$ cat config.mk
export PLATFORM = sky130hd
export DESIGN_NAME = sag_window
export DESIGN_NICKNAME = d
export VERILOG_FILES = /design/src/hw/rtl/sag_pkg.sv /design/src/hw/rtl/sag_window.sv
export SDC_FILE = /design/constraint.sdc
export NUM_CORES = 1
export LEC_CHECK = 0
export ABC_AREA = 1
export BUFFER_PORTS_ARGS = -buffer_cell sky130_fd_sc_hd__buf_2
export CELL_PAD_IN_SITES_DETAIL_PLACEMENT = 1
export CELL_PAD_IN_SITES_GLOBAL_PLACEMENT = 2
export CORE_MARGIN = 3
export CORE_UTILIZATION = 36
export DETAILED_ROUTE_END_ITERATION = 8
export PLACE_DENSITY = 0.89
export SLEW_MARGIN = 20
export SYNTH_ARGS = -nofsm -noshare
export SYNTH_HDL_FRONTEND = slang
export SYNTH_SLANG_ARGS = --single-unit
$ cat constraint.sdc
create_clock -name aclk -period 4.24 [get_ports aclk]
set_input_delay 1.06 -clock aclk [delete_from_list [all_inputs] [get_ports aclk]]
set_output_delay 1.06 -clock aclk [all_outputs]
set_load 0.01 [all_outputs]
$ cat src/hw/rtl/sag_pkg.sv
// types, constants and helper functions of the sobel gradient stream core
`default_nettype none

package sag_pkg;

    // widths fixed by the stream fields
    localparam int PIX_W        = 8;
    localparam int FW_W         = 11;
    localparam int FH_W         = 16;
    localparam int CFG_DATA_W   = 16;
    localparam int CFG_IDX_W    = 1;
    localparam int SUM_W        = 10;
    localparam int DIFF_W       = 11;

    // defaults
    localparam int MAX_WIDTH_DEF = 1024;
    localparam logic [FW_W-1:0] FRAME_WIDTH_RST  = 11'd640;
    localparam logic [FH_W-1:0] FRAME_HEIGHT_RST = 16'd480;
    localparam int OUT_FIFO_DEPTH = 4;

    // register indexes of the configuration port
    localparam logic [CFG_IDX_W-1:0] CFG_IDX_FRAME_WIDTH  = 1'b0;
    localparam logic [CFG_IDX_W-1:0] CFG_IDX_FRAME_HEIGHT = 1'b1;

    // one column of the 3x3 window
    typedef struct packed {
        logic [PIX_W-1:0] top;
        logic [PIX_W-1:0] mid;
        logic [PIX_W-1:0] bot;
    } sag_col_t;

    // per-word control carried along the pipeline
    typedef struct packed {
        logic valid;
        logic emit;
        logic last;
    } sag_ctl_t;

    // result word as it is queued for the output
    typedef struct packed {
        logic             last;
        logic [PIX_W-1:0] gy;
        logic [PIX_W-1:0] gx;
    } sag_out_word_t;

    // weighted 1-2-1 sum of three pixels
    function automatic logic [SUM_W-1:0] sum121(input logic [PIX_W-1:0] a,
                                                input logic [PIX_W-1:0] b,
                                                input logic [PIX_W-1:0] c);
        sum121 = SUM_W'(a) + {1'b0, b, 1'b0} + SUM_W'(c);
    endfunction

    // absolute value of a signed difference, saturated to a byte
    function automatic logic [PIX_W-1:0] abs_sat(input logic signed [DIFF_W-1:0] v);
        logic [DIFF_W-1:0] mag;
        mag = v[DIFF_W-1] ? DIFF_W'(-v) : DIFF_W'(v);
        abs_sat = (mag > DIFF_W'(255)) ? 8'hFF : mag[PIX_W-1:0];
    endfunction

endpackage

`default_nettype wire

$ cat src/hw/rtl/sag_window.sv
// 3x3 window shift register and sobel gradient stage
`default_nettype none

module sag_window (
    input  wire logic                      aclk,
    input  wire logic                      aresetn,
    input  wire sag_pkg::sag_ctl_t         ctl_in,
    input  wire logic [sag_pkg::PIX_W-1:0] top,
    input  wire logic [sag_pkg::PIX_W-1:0] mid,
    input  wire logic [sag_pkg::PIX_W-1:0] px,
    output logic                           res_valid,
    output sag_pkg::sag_out_word_t         res_word
);
    import sag_pkg::*;

    sag_col_t win_reg [3];
    sag_ctl_t ctl_reg;

    logic [SUM_W-1:0] right_sum, left_sum, bot_sum, top_sum;
    logic signed [DIFF_W-1:0] gx_diff, gy_diff;

    // window shifts left by one column per word
    always_ff @(posedge aclk) begin
        if (ctl_in.valid) begin
            win_reg[0] <= win_reg[1];
            win_reg[1] <= win_reg[2];
            win_reg[2] <= '{top: top, mid: mid, bot: px};
        end
    end

    // control of the word now held in the window
    always_ff @(posedge aclk) begin
        if (!aresetn) begin
            ctl_reg <= '0;
        end else begin
            ctl_reg <= ctl_in;
        end
    end

    // kernel sums
    always_comb begin
        right_sum = sum121(win_reg[2].top, win_reg[2].mid, win_reg[2].bot);
        left_sum  = sum121(win_reg[0].top, win_reg[0].mid, win_reg[0].bot);
        bot_sum   = sum121(win_reg[0].bot, win_reg[1].bot, win_reg[2].bot);
        top_sum   = sum121(win_reg[0].top, win_reg[1].top, win_reg[2].top);
        gx_diff   = $signed({1'b0, right_sum}) - $signed({1'b0, left_sum});
        gy_diff   = $signed({1'b0, bot_sum}) - $signed({1'b0, top_sum});
    end

    assign res_valid     = ctl_reg.valid && ctl_reg.emit;
    assign res_word.gx   = abs_sat(gx_diff);
    assign res_word.gy   = abs_sat(gy_diff);
    assign res_word.last = ctl_reg.last;

endmodule

`default_nettype wire

# Word-level counts from Yosys, hierarchy flattened

Memories as Yosys holds them, arrays and structs flattened.
Index checks and enable logic that the tools add are counted.

Flip-flop bits (word level): 3
Memory bits (writable): 72
Input port bits: 29
Output and inout port bits: 18
Logic and storage cells: 25
Memories kept: 1

Memories:

| name    | words | bits a word | read ports | clocked after Yosys merged registers in | write ports | line             | source |
|---|---|---|---|---|---|---|---|
| win_reg | 3     | 24          | 3          | 0                                       | 3           | sag_window.sv:16 | `sag_col_t win_reg [3];` |

Add/subtract/negate cells: 12
Magnitude comparators: 2
Muxes and demuxes: 6
Reductions and logical operators: 1

Operator list:

| operator                                                                         | number |
|---|---|
| 10-bit by 8-bit adder with 10-bit output                                         | 4 |
| 8-bit by 9-bit adder with 10-bit output                                          | 4 |
| 11-bit by 8-bit greater-than comparator with 1-bit output, second input constant | 2 |
| 11-bit 2-to-1 mux                                                                | 2 |
| 11-bit negator                                                                   | 2 |
| 10-bit by 10-bit subtractor with 11-bit output                                   | 2 |
| 8-bit 2-to-1 mux                                                                 | 2 |
| 1-bit 2-to-1 mux                                                                 | 2 |
| 1-bit logical AND                                                                | 1 |

# Logic depth before layout (Yosys ltp)

Gate-level depths: netlist of the first run.

Depth in word-level cells: 7
Mapped depth: 21
Depth with buffers taken out: 21

# Least setup slack after synthesis of the first run

OpenSTA, ideal clock, no wires.

Path type: reg2out
From: mem win_reg[0][16] (netlist bit)
To: out res_word[0] (netlist bit)
Arrival time: 3.530 ns
Required time: 3.180 ns
Setup slack: -0.350 ns
Cell stages (with the launch flop): 19
Path buffers: 0
Cells stage by stage: edfxtp_1 > fa_1 > inv_1 > fa_1 > fa_1 > ha_1 > inv_1 > fa_1 > nand2_1 > nor2_1 > nand2_1 > inv_1 > nand3_1 > nor2_1 > nand2_2 > nand2_2 > nand3_2 > nand2_4 > nand4_1

RTL lines:

| element         | line             | source |
|---|---|---|
| start, declared | sag_window.sv:16 |  |
| end, declared   | sag_window.sv:12 | `output sag_pkg::sag_out_word_t res_word` |

==> impl_results.md, run 1 <==
* Outcome: finished with violations
* Violated checks: negative setup slack
* DR vias/cell at 4.443
* Mapped Nets at 684
* Fin util at between 40% and 50%
* Core Area at roughly 15000 µm²
* Port bufs at 46
* Reg2Reg Depth at 3
* CTS tree: done
* DRT antenna net count at 0
* Max-cap violations at 0
* # IOs at 47
* Worst path slowest cell: fa_1
* Multi-input gate area in the final layout at 3055 µm²
* Ys async rst share at 0%
* CP bufs+invs at 4
* Routability cong. at 0.8115
* WP data arrival at 4.07 ns
* Worst-margin pin slew at 0.7915 ns
* Mapped cell area at 5710 µm²
* Setup tns final at -13.60 ns
* Post-synthesis register bit count at 75
* Worst skew pair latency at 0.34 ns
* Post-synth cell types at 26
* Met1 GRT Util at 17.59%
* Clk buf depth at 2
* Min cycle time layout at 5.131 ns
* Post-Route WL at around 13000 µm
* Global Route Usage Sum at 16.07%
* DRC Markers at 0
* Syn_area_per_cell at between 10 and 15 µm²
* Layout cell share with drive strength beyond 1 at between 30% and 40%
* Vias after detailed routing at 4030
* Crit path depth at 20
* Placed Instance Area at approximately 6600 µm²
* Data required, critical path at roughly 3.2 ns
* Cell mode on critical path: nand2_2
* Final Hold Vio Count at 0
* Endpoint class of the critical path: output port
* First-pass GRT wire length at 22130 µm
* Drt first pass iters at 4
* Pin count of the biggest net entering global routing at 40
* Number of antenna violations at the first check in global routing at 0
* DR iter-0 viols at 144
* Worst hold path depth at 0
* Sequential share of the synthesized area at 38.91%
* CTS clock-pin slew for the worst setup and hold paths at 0.06 ns
* Row Count at 45
* Biggest cell delay along the critical path at 0.51 ns
* Routed WL per cell at ~15 µm
* Most common cell after layout, fill and taps aside: inv_1
* Post-synth EDFFs at 72
* Layout area overhead at 27.04%
* Initial Util at 37.15%
* Vias in the first global route at 4573
* Synth Flop Type: edfxtp_1
* FMAX at 194.9 MHz
* Mapped Cells at 567
* Synth warn at 0
* Worst-path maximum fanout at 8
* # setup viols final at 16
* Fill cells at between 1500 and 2000
* Max FFs per register at 72
* Die area at 17410 µm²
* Final worst slack at -0.8912 ns
* Antenna diodes at 0
* Clock root cell: clkbuf_16
* RSZ-0062 raised after global routing: yes
* HP Class: reg2reg
* Startpoint Class: flop
* CTS Sinks at 75
* Met3 usage at 3.092%
* Fin nets at 808
* Hpwl dp at 10180 µm
* Design area at 7254 µm²
* CP Cell Sequence: fa_1 > inv_1 > fa_2 > fa_1 > ha_2 > inv_2 > fa_1 > inv_1 > nand2_2 > nand2_4 > nand2_1 > nand2_1 > nand2_2 > nor2_4 > nand3_4 > nand2_2 > nand2_2 > nand2_4 > nand4_1 > buf_2
* Num CTS Buffers at 9
* Clock Skew at about 0.01 ns
* Final Max Slew Viols at 0
* Most frequent cells in the layout: 155 x inv_1, 72 x nand2_1, 72 x edfxtp_1
* Depth of the CTS H-tree at 3
* Met2 Use GR at 31.47%
* Chip height at 131.9 µm
* Relative slew slack at 47.24%
* Sequential cell area at 2222 µm²
* Most Crowded Layer GR: met2
* Grt ovf at 0
* Tcrit/Tclk final at 121.0%
* DIE WIDTH at 131.9 µm
* Family with the most delay on the worst path: adder cells
* CP Class: reg2out
==> cell usage after synthesis, types with 2 or more instances <==
master | number | area, µm²
or2_4 | 4 | 35.03
inv_1 | 172 | 645.6
fa_1 | 62 | 1241
nand2_2 | 27 | 168.9
nand2_4 | 6 | 67.56
xor2_1 | 8 | 70.07
nand2_1 | 78 | 292.8
o21ai_0 | 4 | 20.02
nand4_1 | 16 | 100.1
o21bai_1 | 4 | 30.03
nand3_1 | 25 | 125.1
nor2_1 | 29 | 108.9
a21oi_1 | 10 | 50.05
nand3b_2 | 2 | 22.52
nand3b_1 | 4 | 30.03
nor2_4 | 2 | 22.52
edfxtp_1 | 72 | 2162
nand3_2 | 6 | 60.06
dfxtp_1 | 3 | 60.06
clkinv_4 | 2 | 17.52
ha_1 | 26 | 325.3
==> cells by family (layout without fill, tap and decap cells) <==
kind of cell             Yosys count  count (layout)  synth area share [%]
AO/OA/AOI/OAI                     18              18                 1.753
XOR/XNOR                           8               8                 1.227
adder cells (fa/ha/maj)           88              88                 27.43
buffers and inverters            176             304                 11.81
flip-flops                        75              75                 38.91
AND/OR/NAND/NOR                  202             203                 18.86
==> per-layer routing <==
metal	routed length, µm	up-vias	share of wire (%)
li1	-	1975	-
met5	0	-	0
met1	5292	1989	39
met2	7680	52	57
met4	175	0	1.3
met3	345	14	2.6
==> final timing paths <==
kind,start,slack [ns],to
worst max-delay path,win_reg[0][16]$_DFFE_PP_,-0.89,res_word[15]
worst min register to register,win_reg[0][33]$_DFFE_PP_,0.42,win_reg[0][9]$_DFFE_PP_
worst max register to register,win_reg[0][49]$_DFFE_PP_,3.18,win_reg[0][25]$_DFFE_PP_
worst min-delay path,win_reg[0][33]$_DFFE_PP_,0.42,win_reg[0][9]$_DFFE_PP_
==> layout make-up <==
type                       instances  share of cell area (%)
multi-input combinational        317                   42.12
clock inverter                     6                  0.9831
sequential                        75                   30.63
clock buffer                      10                   3.156
tap                              211                   3.639
inverter                         175                   9.193
timing repair buffer             113                   10.28
==> stage by stage <==
stage | worst slack (ns) | hold slack (ns) | std cells
final | -0.8912 | 0.4173 | 907
after global routing | -1.123 | 0.4200 | 907
after CTS | -0.9075 | 0.4184 | 903
after detailed placement | -0.6459 | 0.4070 | 873
after global placement | -0.5451 | 0.4007 | 873
after floorplan | -0.2842 | 0.4003 | 567
==> timing repair <==
action,CTS,global route
endpoints found under the setup margin,16,16
setup buffers,13,4
pin swaps,28,8
cloned,1,0
hold buffers,0,0
resized for setup,39,13
Power of run 1 is not shown: default switching activity piles up to over one toggle a cycle in this logic, so the estimate is an artifact.
==> run 2, diff against run 1 <==
--- a/config.mk
+++ b/config.mk
@@ -10,9 +10,9 @@
 export CELL_PAD_IN_SITES_DETAIL_PLACEMENT = 1
 export CELL_PAD_IN_SITES_GLOBAL_PLACEMENT = 2
 export CORE_MARGIN = 3
-export CORE_UTILIZATION = 36
+export CORE_UTILIZATION = 37
 export DETAILED_ROUTE_END_ITERATION = 8
-export PLACE_DENSITY = 0.89
+export PLACE_DENSITY = 0.87
 export SLEW_MARGIN = 20
 export SYNTH_ARGS = -nofsm -noshare
 export SYNTH_HDL_FRONTEND = slang
==> constraint.sdc (replaced) <==
create_clock -name aclk -period 5.6 [get_ports aclk]
set_input_delay 1.4 -clock aclk [delete_from_list [all_inputs] [get_ports aclk]]
set_output_delay 1.4 -clock aclk [all_outputs]
set_load 0.01 [all_outputs]
==> impl_results.md, run 2 (synthesized netlist as in run 1, its figures left out) <==
* Final worst slack at -0.04123 ns
* Pin count of the biggest net entering global routing at 40
* Reg2Reg Depth at 2
* Violated checks: negative setup slack
* Startpoint Class: flop
* Core Area at ~15000 µm²
* CP startpoint: win_reg[0][48]$_DFFE_PP_
* Reg2reg end: win_reg[0][24]$_DFFE_PP_
* Hold_buf cts at 0
* Post-Route WL at around 12000 µm
* FMAX at 177.3 MHz
* Row Count at 44
* Vias in the first global route at about 4200
* WP data arrival at 4.24 ns
* Layout cell share with drive strength beyond 1 at 25.51%
* First-pass GRT wire length at between 20000 and 25000 µm
* RSZ-0062 raised after global routing: yes
* CP Class: reg2out
* Relative slew slack at 42.48%
* # setup viols final at 9
* Grt ovf at 0
* Worst-margin pin slew at about 0.86 ns
* Port bufs at 46
* End of the critical path: res_word[10]
* Outcome: finished with violations
* Depth of the CTS H-tree at 3
* Sequential cell area at 2222 µm²
* Hpwl dp at 9184 µm
* CTS clock-pin slew for the worst setup and hold paths at 0.06 ns
* Endpoint class of the critical path: output port
* Most frequent cells in the layout: 163 x inv_1, 75 x nand2_1, 72 x edfxtp_1
* Min cycle time layout at roughly 5.6 ns
* Max-cap violations at 0
* Most common cell after layout, fill and taps aside: inv_1
* Drt first pass iters at 4
* DRC Markers at 0
* Global Route Usage Sum at 15.10%
* Tcrit/Tclk final at 100.7%
* # IOs at 47
* Data required, critical path at between 4 and 5 ns
* DR vias/cell at 4.571
* Setup tns final at -0.1964 ns
* Routability cong. at 0.7759
* Clk buf depth at 2
* Vias after detailed routing at 3780
* Clock root cell: clkbuf_16
* Worst-path maximum fanout at 8
* HP Class: reg2reg
* Antenna diodes at 0
* CTS tree: done
* DR iter-0 viols at 145
* Multi-input gate area in the final layout at 2980 µm²
* Worst skew pair latency at roughly 0.34 ns
* Initial Util at 38.56%
* Worst R2R Setup Slack at 4.65 ns
* Clock Skew at approximately 0.0034 ns
* CTS Sinks at between 70 and 80
* Die area at ~17000 µm²
* Max FFs per register at 72
* Fin nets at between 700 and 800
* Num CTS Buffers at 9
* Final Max Slew Viols at 0
* Routed WL per cell at 14.53 µm
* Reg2reg start: win_reg[0][48]$_DFFE_PP_
* Final Hold Vio Count at 0
* DIE WIDTH at about 130 µm
* Number of antenna violations at the first check in global routing at 0
* DRT antenna net count at 0
* Layout area overhead at 18.08%
* Fill cells at approximately 1700
* Chip height at about 130 µm
-- run 2: cell types whose count changed in the layout (fill, tap and decap cells not counted), sizes merged --
cell,change
buf,-52
clkinv,-1
inv,+1
nand2,-1
-- run 2: routing by layer --
| metal | track usage [%] | share of wire, % | vias up |
|---|---|---|---|
| met5 | 0 | 0 | - |
| met4 | 2.751 | 0.72 | 0 |
| met3 | 3.357 | 2.9 | 10 |
| met2 | 27.64 | 54 | 41 |
| met1 | 18.39 | 42 | 1865 |
| li1 | - | - | 1864 |
-- run 2: cell type report --
type                       count  share of cell area [%]
tap                          184                   3.414
inverter                     175                   9.891
timing repair buffer          61                   5.084
clock inverter                 6                   1.058
clock buffer                  10                   3.396
multi-input combinational    316                   44.20
sequential                    75                   32.96
-- run 2: critical path, cell delays in order, from the launching register on --
cell      delay, ns
edfxtp_1       0.39
inv_2          0.08
fa_1           0.59
inv_2          0.05
fa_2           0.36
fa_1           0.54
ha_4           0.16
inv_2          0.04
fa_1           0.43
inv_1          0.08
nand2_2        0.08
nand2_4        0.10
nand2_1        0.05
nand2_1        0.06
nand2_2        0.09
nor2_4         0.16
nand3_4        0.10
nor2_2         0.11
nand2_2        0.13
nand4_1        0.13
buf_2          0.14
-- run 2: worst min-delay path by stage --
stage                               endpoint  slack [ns]  cells after the start                startpoint
global route        win_reg[0][15]$_DFFE_PP_        0.43                      0  win_reg[0][39]$_DFFE_PP_
floorplan           win_reg[0][10]$_DFFE_PP_        0.40                      0  win_reg[0][34]$_DFFE_PP_
global placement    win_reg[0][12]$_DFFE_PP_        0.40                      0  win_reg[0][36]$_DFFE_PP_
finish              win_reg[0][15]$_DFFE_PP_        0.42                      0  win_reg[0][39]$_DFFE_PP_
detailed placement  win_reg[0][15]$_DFFE_PP_        0.41                      0  win_reg[0][39]$_DFFE_PP_
CTS                 win_reg[0][15]$_DFFE_PP_        0.42                      0  win_reg[0][39]$_DFFE_PP_
-- run 2: per-stage QoR --
step	cell area (µm²)	setup WS [ns]	utilization, %	hold WS, ns	std cells
finish	6743	-0.04123	45.53	0.4193	827
global route	6743	-0.2567	45.53	0.4319	827
CTS	6580	-0.003324	44.43	0.4223	820
detailed placement	6171	0.2397	41.67	0.4066	797
global placement	6171	0.3653	41.67	0.4018	797
floorplan	5710	0.6695	-	0.4003	567
-- run 2: timing repair --
item / in CTS / in global routing
resized for setup: 14 / 29
endpoints found under the setup margin: 16 / 16
endpoints found under the hold margin: 0 / 0
buffers inserted: 7 / 7
pin swaps: 12 / 25
Power of run 2 is left out for the same reason.
