## src/hw/rtl/sag_pkg.sv

```systemverilog
// types, constants and helper functions of the sobel gradient stream core
`default_nettype none

package sag_pkg;

    // widths fixed by the stream fields
    localparam int PIX_W        = 8;
    localparam int FW_W         = 11;
    localparam int FH_W         = 16;
    localparam int CFG_DATA_W   = 16;
    localparam int CFG_IDX_W    = 1;
    localparam int SUM_W        = 10;
    localparam int DIFF_W       = 11;

    // defaults
    localparam int MAX_WIDTH_DEF = 1024;
    localparam logic [FW_W-1:0] FRAME_WIDTH_RST  = 11'd640;
    localparam logic [FH_W-1:0] FRAME_HEIGHT_RST = 16'd480;
    localparam int OUT_FIFO_DEPTH = 4;

    // register indexes of the configuration port
    localparam logic [CFG_IDX_W-1:0] CFG_IDX_FRAME_WIDTH  = 1'b0;
    localparam logic [CFG_IDX_W-1:0] CFG_IDX_FRAME_HEIGHT = 1'b1;

    // one column of the 3x3 window
    typedef struct packed {
        logic [PIX_W-1:0] top;
        logic [PIX_W-1:0] mid;
        logic [PIX_W-1:0] bot;
    } sag_col_t;

    // per-word control carried along the pipeline
    typedef struct packed {
        logic valid;
        logic emit;
        logic last;
    } sag_ctl_t;

    // result word as it is queued for the output
    typedef struct packed {
        logic             last;
        logic [PIX_W-1:0] gy;
        logic [PIX_W-1:0] gx;
    } sag_out_word_t;

    // weighted 1-2-1 sum of three pixels
    function automatic logic [SUM_W-1:0] sum121(input logic [PIX_W-1:0] a,
                                                input logic [PIX_W-1:0] b,
                                                input logic [PIX_W-1:0] c);
        sum121 = SUM_W'(a) + {1'b0, b, 1'b0} + SUM_W'(c);
    endfunction

    // absolute value of a signed difference, saturated to a byte
    function automatic logic [PIX_W-1:0] abs_sat(input logic signed [DIFF_W-1:0] v);
        logic [DIFF_W-1:0] mag;
        mag = v[DIFF_W-1] ? DIFF_W'(-v) : DIFF_W'(v);
        abs_sat = (mag > DIFF_W'(255)) ? 8'hFF : mag[PIX_W-1:0];
    endfunction

endpackage

`default_nettype wire

```

## src/hw/rtl/sag_out_fifo.sv

```systemverilog
// small output queue that decouples the pipeline from the receiver
`default_nettype none

module sag_out_fifo (
    input  wire logic                                     aclk,
    input  wire logic                                     aresetn,
    input  wire logic                                     push,
    input  wire sag_pkg::sag_out_word_t                   push_word,
    input  wire logic                                     pop,
    output logic                                          not_empty,
    output sag_pkg::sag_out_word_t                        head_word,
    output logic [$clog2(sag_pkg::OUT_FIFO_DEPTH):0]      count
);
    import sag_pkg::*;

    localparam int PW = $clog2(OUT_FIFO_DEPTH);

    sag_out_word_t   mem_reg [OUT_FIFO_DEPTH];
    logic [PW-1:0]   wr_ptr_reg, rd_ptr_reg;
    logic [PW:0]     count_reg;
    logic            do_pop;

    assign do_pop    = pop && (count_reg != '0);
    assign not_empty = (count_reg != '0);
    assign head_word = mem_reg[rd_ptr_reg];
    assign count     = count_reg;

    // storage
    always_ff @(posedge aclk) begin
        if (push) begin
            mem_reg[wr_ptr_reg] <= push_word;
        end
    end

    // pointers and fill level
    always_ff @(posedge aclk) begin
        if (!aresetn) begin
            wr_ptr_reg <= '0;
            rd_ptr_reg <= '0;
            count_reg  <= '0;
        end else begin
            if (push) begin
                wr_ptr_reg <= wr_ptr_reg + PW'(1);
            end
            if (do_pop) begin
                rd_ptr_reg <= rd_ptr_reg + PW'(1);
            end
            case ({push, do_pop})
                2'b10:   count_reg <= count_reg + (PW+1)'(1);
                2'b01:   count_reg <= count_reg - (PW+1)'(1);
                default: count_reg <= count_reg;
            endcase
        end
    end

endmodule

`default_nettype wire

```

## config.mk

```make
export PLATFORM = sky130hd
export DESIGN_NAME = sag_out_fifo
export DESIGN_NICKNAME = d
export VERILOG_FILES = /design/src/hw/rtl/sag_pkg.sv /design/src/hw/rtl/sag_out_fifo.sv
export SDC_FILE = /design/constraint.sdc
export NUM_CORES = 1
export LEC_CHECK = 0
export BUFFER_PORTS_ARGS = -buffer_cell sky130_fd_sc_hd__buf_4
export CORE_ASPECT_RATIO = 1.1
export CORE_UTILIZATION = 50
export CTS_CLUSTER_SIZE = 8
export DETAILED_ROUTE_END_ITERATION = 7
export GPL_ROUTABILITY_DRIVEN = 0
export GPL_TIMING_DRIVEN = 0
export PLACE_DENSITY = 0.75
export SYNTH_ARGS = -nofsm -noshare
export SYNTH_HDL_FRONTEND = slang
export SYNTH_SLANG_ARGS = --single-unit
```

## constraint.sdc

```tcl
create_clock -name aclk -period 1.7 [get_ports aclk]
set_clock_uncertainty 0.1 [all_clocks]
set_input_delay 0.255 -clock aclk [delete_from_list [all_inputs] [get_ports aclk]]
set_output_delay 0.255 -clock aclk [all_outputs]
set_load 0.05 [all_outputs]
```

Yosys cells after proc, flatten, opt, wreduce, memory -nomap -nowiden --
Memory sizes are Yosys's and may differ from the RTL's. A register that Yosys moved wholly into a read port is not among the register bits. Cells that the tools add are included.
Storage, ports and cells: bits in latches 0, bits of input ports 21, register bits after elaboration 7, bits in writable memories 68, ROM bits 0, output and inout bits 21, memories kept 1
Memories:
- mem_reg | words 4, width 17, rd ports 1, clocked after memory_dff 1, wr ports 1, RTL line sag_out_fifo.sv:18 | sag_out_word_t mem_reg [OUT_FIFO_DEPTH];
Operators by class: $lt $le $gt $ge 0, divide/modulo/power cells 0, $mul 0, mux-type cells 5, bitwise operators 0, $add $sub $neg 4, eq/ne operators 2, shifts and indexed selects 0, reduce and logical (&&, ||, !) cells 3
Operators with widths (number):
- one-hot mux 3 bit (2 select lines) | 1
- adder 2 x 1 -> 2 bit (second input constant) | 2
- 2-to-1 mux 2 bit | 2
- adder 3 x 1 -> 3 bit (second input constant) | 1
- nonzero test 3 bit | 1
- subtractor 3 x 1 -> 3 bit (second input constant) | 1
- equality test 2 x 1 -> 1 bit (second input constant) | 1
- equality test 2 bit (second input constant) | 1
- 2-to-1 mux 1 bit | 2
- nonzero test 2 bit | 1
- logical AND 1 bit | 1

Longest topological paths before layout --
Gate-level depths: netlist (run 1).
depth in word-level cells 4, mapped depth 7

Worst setup path after synthesis (run 1) --
No wires, ideal clock.
path type reg-to-reg, start reg count_reg[0], in the netlist count[0], end reg count_reg[2], in the netlist count[2], data arrival time 2.095 ns, period minus slack after synthesis 2.270 ns, stages on the path, launching flop included 8, path buffers 0, setup time 0.076 ns, setup slack -0.570 ns, cell sequence dfxtp_1 > o31a_1 > ha_1 > inv_1 > fa_1 > xor2_1 > or3_1 > a21boi_0
Between the ends: word-level cells in the longest chain between the ends 4, elaborated cells between the ends (all ways) 8, those cells by class 2 x add/sub; 2 x eq/ne; 1 x mux; 3 x reduce/logical
Ends and longest elaborated chain:
- from (decl) | RTL line sag_out_fifo.sv:20 | logic [PW:0] count_reg;
- from (signal assigned) | RTL line sag_out_fifo.sv:49 | 2'b10: count_reg <= count_reg + (PW+1)'(1);
- from (signal assigned) | RTL line sag_out_fifo.sv:50 | 2'b01: count_reg <= count_reg - (PW+1)'(1);
- from (signal assigned) | RTL line sag_out_fifo.sv:51 | default: count_reg <= count_reg;
- nonzero test 3 bit * | RTL line sag_out_fifo.sv:23 | assign do_pop = pop && (count_reg != '0);
- logical AND 1 bit * | RTL line sag_out_fifo.sv:23
- net do_pop | RTL line sag_out_fifo.sv:21 | logic do_pop;
- equality test 2 x 1 -> 1 bit / equality test 2 bit (equally long branches) | RTL line sag_out_fifo.sv:48 | case ({push, do_pop})
- one-hot mux 3 bit (2 select lines) / nonzero test 2 bit (equally long branches)
The timed path passes the listed nets; every way through them passes the cells marked *. A chain may end at the register's enable or synchronous reset.

==> impl_metrics.env, run 1 <==
export IMPL_swShare_pct=32.0
export IMPL_p_comb_share_pct=38.1
export IMPL_syn_nets=162
export IMPL_setup_viol=20
export IMPL_grt_max_degree=18
export IMPL_grt_usage_pct=18.7
export IMPL_max_vdd_ir_drop_v=0.00119
export IMPL_nNetsFinal=232
export IMPL_timing_rr_start="count[0]$_SDFFE_PN0P_"
export IMPL_critPathSlowestCell="mux4_2"
export IMPL_tritoncts_num_buffers=9
export IMPL_antenna_found_initial=0
export IMPL_endpoint="head_word[0]"
export IMPL_initial_core_util_pct=53.3
export IMPL_drt_pass1_iter_count=4
export IMPL_drtIter0Drc=50
export IMPL_grt_pass1_vias=1561
export IMPL_port_buffers=41
export IMPL_yosysSeqAreaShare_pct=75.3
export IMPL_timing_final_ws_setup_ns=-0.290
export IMPL_grt_overflow=0
export IMPL_cp_slowest_stage_delay_ns=0.52
export IMPL_p_int_mw=3.89
export IMPL_dp_cells=251
export IMPL_cp_end_kind="output port"
export IMPL_via_count=1483
export IMPL_violations="setup timing"
export IMPL_hold_violations=0
export IMPL_num_rows=28
export IMPL_period_minus_slack_ns=1.99
export IMPL_grt_pass1_wl_um=7800
export IMPL_busiest_layer="met2"
export IMPL_path_clk_slew_ns=0.07
export IMPL_powerDensity_nw_per_um2=1490
export IMPL_netSwitchingPower_mw=1.83
export IMPL_leakagePower_nw=1.36
export IMPL_insertion_delay_ns=0.34
export IMPL_wl_um=5180
export IMPL_cts_sinks=77
export IMPL_start_kind="register"
export IMPL_largest_reg_flops=68
export IMPL_num_fill_cells=371
export IMPL_setup_tns_ns=-4.83
export IMPL_wl_per_cell_um=18.2
export IMPL_cap_violations=0
export IMPL_die_x_um=75.3
export IMPL_grt_met3_usage_pct=4.73
export IMPL_worst_r2r_endpoint="count[2]$_SDFFE_PN0P_"
export IMPL_multi_input_area_sq_um=662
export IMPL_ys_ff_latch=77
export IMPL_critPathKind="register to output port"
export IMPL_synth_warning_count=0
export IMPL_antenna_left=0
export IMPL_tritoncts="built"
export IMPL_cp_max_fo=5
export IMPL_grt_use_met2_pct=29.8
export IMPL_final_common_cell="edfxtp_1"
export IMPL_rsz0062_at_grt="true"
export IMPL_vias_per_cell=5.20
export IMPL_synth_area_sq_um=2950
export IMPL_die_height_um=82.6
export IMPL_reg2regPathDepth=7
export IMPL_critical_path_required_ns=1.34
export IMPL_synthCells=135
export IMPL_drc_errors=0
export IMPL_pwr_share_clk_pct=22.2
export IMPL_whs_ns=0.0189
export IMPL_hp_class="input pin to register"
export IMPL_seq_area_sq_um=2230
export IMPL_synth_cell_types=21
export IMPL_stdcell_count=285
export IMPL_crit_chain="buf_8 > buf_16 > mux4_2 > buf_8"
export IMPL_maxSlewHeadroom_pct=67.4
export IMPL_outcome="complete, but fails checks"
export IMPL_drive_gt1_share_pct=46.7
export IMPL_period_share_pct=117
export IMPL_io_pins=42
export IMPL_dp_hpwl_um=3170
export IMPL_final_cell_mix="edfxtp_1 (68), buf_4 (28), buf_6 (18)"
export IMPL_root_buffer="clkbuf_8"
export IMPL_use_met1_pct=22.8
export IMPL_cts_htree_levels=3
export IMPL_avgSynthCellArea_sq_um=21.9
export IMPL_crit_arrival_ns=1.63
export IMPL_dieArea_sq_um=6210
export IMPL_tightestPinTransition_ns=0.489
export IMPL_core_area_sq_um=5540
export IMPL_seq_power_share_pct=39.7
export IMPL_drv_slew=0
export IMPL_regToRegSetupSlack_ns=-0.23
export IMPL_path_common_cell="buf_8"
export IMPL_antenna_cells=0
export IMPL_clock_path_buffers=2
export IMPL_fmax_mhz=503
export IMPL_areaGrowthSynthToFinish_pct=30.0
[logic make-up (layout without fill, tap and decap cells)]
family | Yosys count | after routing | share of synthesized area (%)
multiplexers | 18 | 18 | 14.2
flip-flops | 77 | 77 | 75.3
AO/OA/AOI/OAI | 5 | 5 | 1.19
buffers and inverters | 10 | 85 | 2.16
XOR/XNOR | 5 | 5 | 1.48
adder cells (fa/ha/maj) | 6 | 6 | 2.80
AND/OR/NAND/NOR | 14 | 14 | 2.88
[stage by stage]
stage	util, %	total power, mW	worst slack, ns	instance area, sq um
floorplan	-	3.56	-0.207	2970
global placement	60.9	3.96	-0.118	3370
detailed placement	60.9	4.02	-0.214	3370
CTS	67.6	5.68	-0.323	3740
global route	69.3	5.95	-0.366	3840
finish	69.3	5.72	-0.290	3840
[routing by layer]
| metal | wire (um) | share of wire (%) |
|---|---|---|
| met1 | 2110 | 41 |
| met2 | 2780 | 54 |
| met3 | 182 | 3.5 |
| met4 | 110 | 2.1 |
| met5 | 0 | 0 |
[power by group through the flow]
stage / logic, mW / registers (mW) / clock network [mW]
2_1_floorplan: 1.15 / 2.41 / 0
3_3_place_gp: 1.64 / 2.32 / 0
3_5_place_dp: 1.69 / 2.34 / 0
4_1_cts: 2.12 / 2.27 / 1.30
5_1_grt: 2.30 / 2.28 / 1.37
6_report: 2.18 / 2.27 / 1.27
[cell type report]
cell class,count,share of cell area [%]
sequential,77,58.3
multi-input combinational,48,17.3
timing repair buffer,59,15.5
clock buffer,11,3.42
tap,75,2.45
clock inverter,5,1.34
buffer,4,1.24
inverter,6,0.587
[Yosys cell counts]
| library cell | instances | area (sq um) |
|---|---|---|
| dfxtp_1 | 9 | 180 |
| mux4_1 | 7 | 184 |
| inv_1 | 6 | 22.5 |
| o21ai_0 | 2 | 10.0 |
| or3_1 | 2 | 12.5 |
| buf_6 | 1 | 11.3 |
| o311ai_1 | 1 | 8.76 |
| mux4_2 | 10 | 225 |
| nor2b_1 | 3 | 18.8 |
| a21boi_0 | 1 | 7.51 |
| xnor2_1 | 3 | 26.3 |
| buf_2 | 2 | 10.0 |
| o31a_1 | 1 | 8.76 |
| xor2_1 | 2 | 17.5 |
| ha_1 | 5 | 62.6 |
| buf_12 | 1 | 20.0 |
| fa_1 | 1 | 20.0 |
| and2_1 | 8 | 50.1 |
| nand2_1 | 1 | 3.75 |
| mux2i_1 | 1 | 10.0 |
| edfxtp_1 | 68 | 2040 |
[critical path: cells and delay by family (launching register included)]
family	cells	cell delay, ns
buffers and inverters	3	0.44
multiplexers	1	0.52
flip-flops	1	0.34
[worst min path at each step]
stage | end | cells past startpoint | startpoint
finish | mem_reg[2][7]$_DFFE_PP_ | 1 | push_word[7]
global route | mem_reg[3][14]$_DFFE_PP_ | 1 | push_word[14]
detailed placement | mem_reg[1][16]$_DFFE_PP_ | 1 | push_word[16]
CTS | mem_reg[0][10]$_DFFE_PP_ | 1 | push_word[10]
global placement | mem_reg[1][8]$_DFFE_PP_ | 1 | push_word[8]
floorplan | mem_reg[0][0]$_DFFE_PP_ | 0 | push_word[0]
[what timing repair did]
action | in CTS | in global routing
setup endpoints to repair | 87 | 20
pin swaps | 2 | 2
gates cloned | 1 | 0
hold buffers | 1 | 7
buffers inserted | 8 | 1
gates resized for setup | 39 | 4
endpoints found under the hold margin | 3 | 22
No activity file was read; power rests on OpenSTA's default activity.
==> run 2: changes to the inputs <==
--- a/config.mk
+++ b/config.mk
@@ -12,6 +12,7 @@
 export DETAILED_ROUTE_END_ITERATION = 7
 export GPL_ROUTABILITY_DRIVEN = 0
 export GPL_TIMING_DRIVEN = 0
+export HOLD_SLACK_MARGIN = 0.05
 export PLACE_DENSITY = 0.75
 export SYNTH_ARGS = -nofsm -noshare
 export SYNTH_HDL_FRONTEND = slang
==> impl_metrics.env, run 2 (synthesized netlist as in run 1, its figures left out) <==
export IMPL_outcome="complete, but fails checks"
export IMPL_violations="setup timing"
export IMPL_grt_pass1_wl_um=8050
export IMPL_largest_reg_flops=68
export IMPL_setup_viol=20
export IMPL_cp_max_fo=5
export IMPL_antenna_cells=0
export IMPL_drt_pass1_iter_count=4
export IMPL_antenna_found_initial=0
export IMPL_cp_slowest_stage_delay_ns=0.52
export IMPL_crit_buf_inv=3
export IMPL_whs_ns=0.0827
export IMPL_clock_path_buffers=2
export IMPL_drv_slew=0
export IMPL_cts_sinks=77
export IMPL_initial_core_util_pct=53.3
export IMPL_wl_um=5260
export IMPL_grt_overflow=0
export IMPL_vias_per_cell=5.18
export IMPL_critical_path_required_ns=1.34
export IMPL_cap_violations=0
export IMPL_critPathSlowestCell="mux4_2"
export IMPL_leakagePower_nw=1.39
export IMPL_grt_pass1_vias=1648
export IMPL_max_vdd_ir_drop_v=0.00117
export IMPL_grt_usage_pct=19.1
export IMPL_via_count=1522
export IMPL_rsz0062_at_grt="true"
export IMPL_tritoncts="built"
export IMPL_final_cell_mix="edfxtp_1 (68), buf_4 (28), buf_6 (18)"
export IMPL_powerDensity_nw_per_um2=1460
export IMPL_grt_max_degree=18
export IMPL_areaGrowthSynthToFinish_pct=33.0
export IMPL_path_clk_slew_ns=0.07
export IMPL_nNetsFinal=241
export IMPL_critPathKind="register to output port"
export IMPL_fmax_mhz=502
export IMPL_tritoncts_num_buffers=9
export IMPL_crit_chain="buf_8 > buf_16 > mux4_2 > buf_8"
export IMPL_path_common_cell="buf_8"
export IMPL_maxSlewHeadroom_pct=67.1
export IMPL_die_x_um=75.3
export IMPL_period_minus_slack_ns=1.99
export IMPL_io_pins=42
export IMPL_num_rows=28
export IMPL_hold_violations=0
export IMPL_drive_gt1_share_pct=44.7
export IMPL_drc_errors=0
export IMPL_cts_htree_levels=3
export IMPL_num_fill_cells=366
export IMPL_tightestPinTransition_ns=0.493
export IMPL_period_share_pct=117
export IMPL_die_height_um=82.6
export IMPL_drtIter0Drc=43
export IMPL_crit_arrival_ns=1.64
export IMPL_insertion_delay_ns=0.34
export IMPL_cp_end_kind="output port"
export IMPL_port_buffers=41
export IMPL_wl_per_cell_um=17.9
export IMPL_dieArea_sq_um=6210
export IMPL_final_common_cell="edfxtp_1"
export IMPL_start_kind="register"
export IMPL_fin_util_pct=70.9
export IMPL_timing_final_ws_setup_ns=-0.291
export IMPL_hp_class="input pin to register"
export IMPL_core_area_sq_um=5540
export IMPL_crit_family="multiplexers"
export IMPL_root_buffer="clkbuf_8"
export IMPL_antenna_left=0
export IMPL_dp_hpwl_um=3170
[run 2: changes by cell type in the layout (fill, tap and decap cells not counted), sizes merged]
cell,change
dlygate4sd3,+9
[run 2: repair_timing]
item                                    4_1_cts  5_1_grt
cloned                                        1        0
hold buffers                                 17        0
pin swaps                                     2        2
resized for setup                            39        4
endpoints found under the hold margin        68        0
endpoints found under the setup margin       87       20
buffers inserted                              8        1
[run 2: path summary, 6_finish.rpt]
kind / start / end / slack [ns] / cells after the start
worst max-delay path: register / head_word[0] / -0.29 / 4
worst max register to register: count[0]$_SDFFE_PN0P_ / count[2]$_SDFFE_PN0P_ / -0.18 / 7
worst min register to register: wr_ptr_reg[1]$_SDFFE_PN0P_ / wr_ptr_reg[1]$_SDFFE_PN0P_ / 0.47 / 2
worst min-delay path: aresetn / count[0]$_SDFFE_PN0P_ / 0.08 / 2
[run 2: metrics by stage]
| step | TNS [ns] | instances | cell area [sq um] | power (mW) | setup WS (ns) |
|---|---|---|---|---|---|
| final | -4.77 | 294 | 3930 | 5.75 | -0.291 |
| after floorplan | -0.269 | 135 | 2970 | 3.56 | -0.207 |
| after detailed placement | -5.96 | 251 | 3370 | 4.02 | -0.214 |
| after CTS | -5.19 | 293 | 3900 | 5.71 | -0.323 |
| after global routing | -6.04 | 294 | 3930 | 5.97 | -0.364 |
| after global placement | -0.527 | 251 | 3370 | 3.96 | -0.118 |
[run 2: where the power goes]
| group | internal, mW | leakage [nW] | switching (mW) |
|---|---|---|---|
| clock | 0.669 | 0.0907 | 0.612 |
| combinational | 1.02 | 0.601 | 1.18 |
| sequential | 2.21 | 0.701 | 0.0563 |
| total | 3.91 | 1.39 | 1.84 |
[run 2: final cells by class]
type / instances / area (sq um) / area share [%]
sequential: 77 / 2230 / 56.9
timing repair buffer: 68 / 683 / 17.4
multi-input combinational: 48 / 662 / 16.9
clock buffer: 11 / 131 / 3.35
tap: 75 / 93.8 / 2.39
clock inverter: 5 / 51.3 / 1.31
buffer: 4 / 47.5 / 1.21
inverter: 6 / 22.5 / 0.574
[run 2: layer usage]
layer / up-vias / track usage (%) / wire, um
li1: 696 / - / -
met1: 779 / 23.2 / 2190
met2: 34 / 30.8 / 2780
met3: 13 / 4.37 / 145
met4: 0 / 12.2 / 137
met5: - / 0 / 0
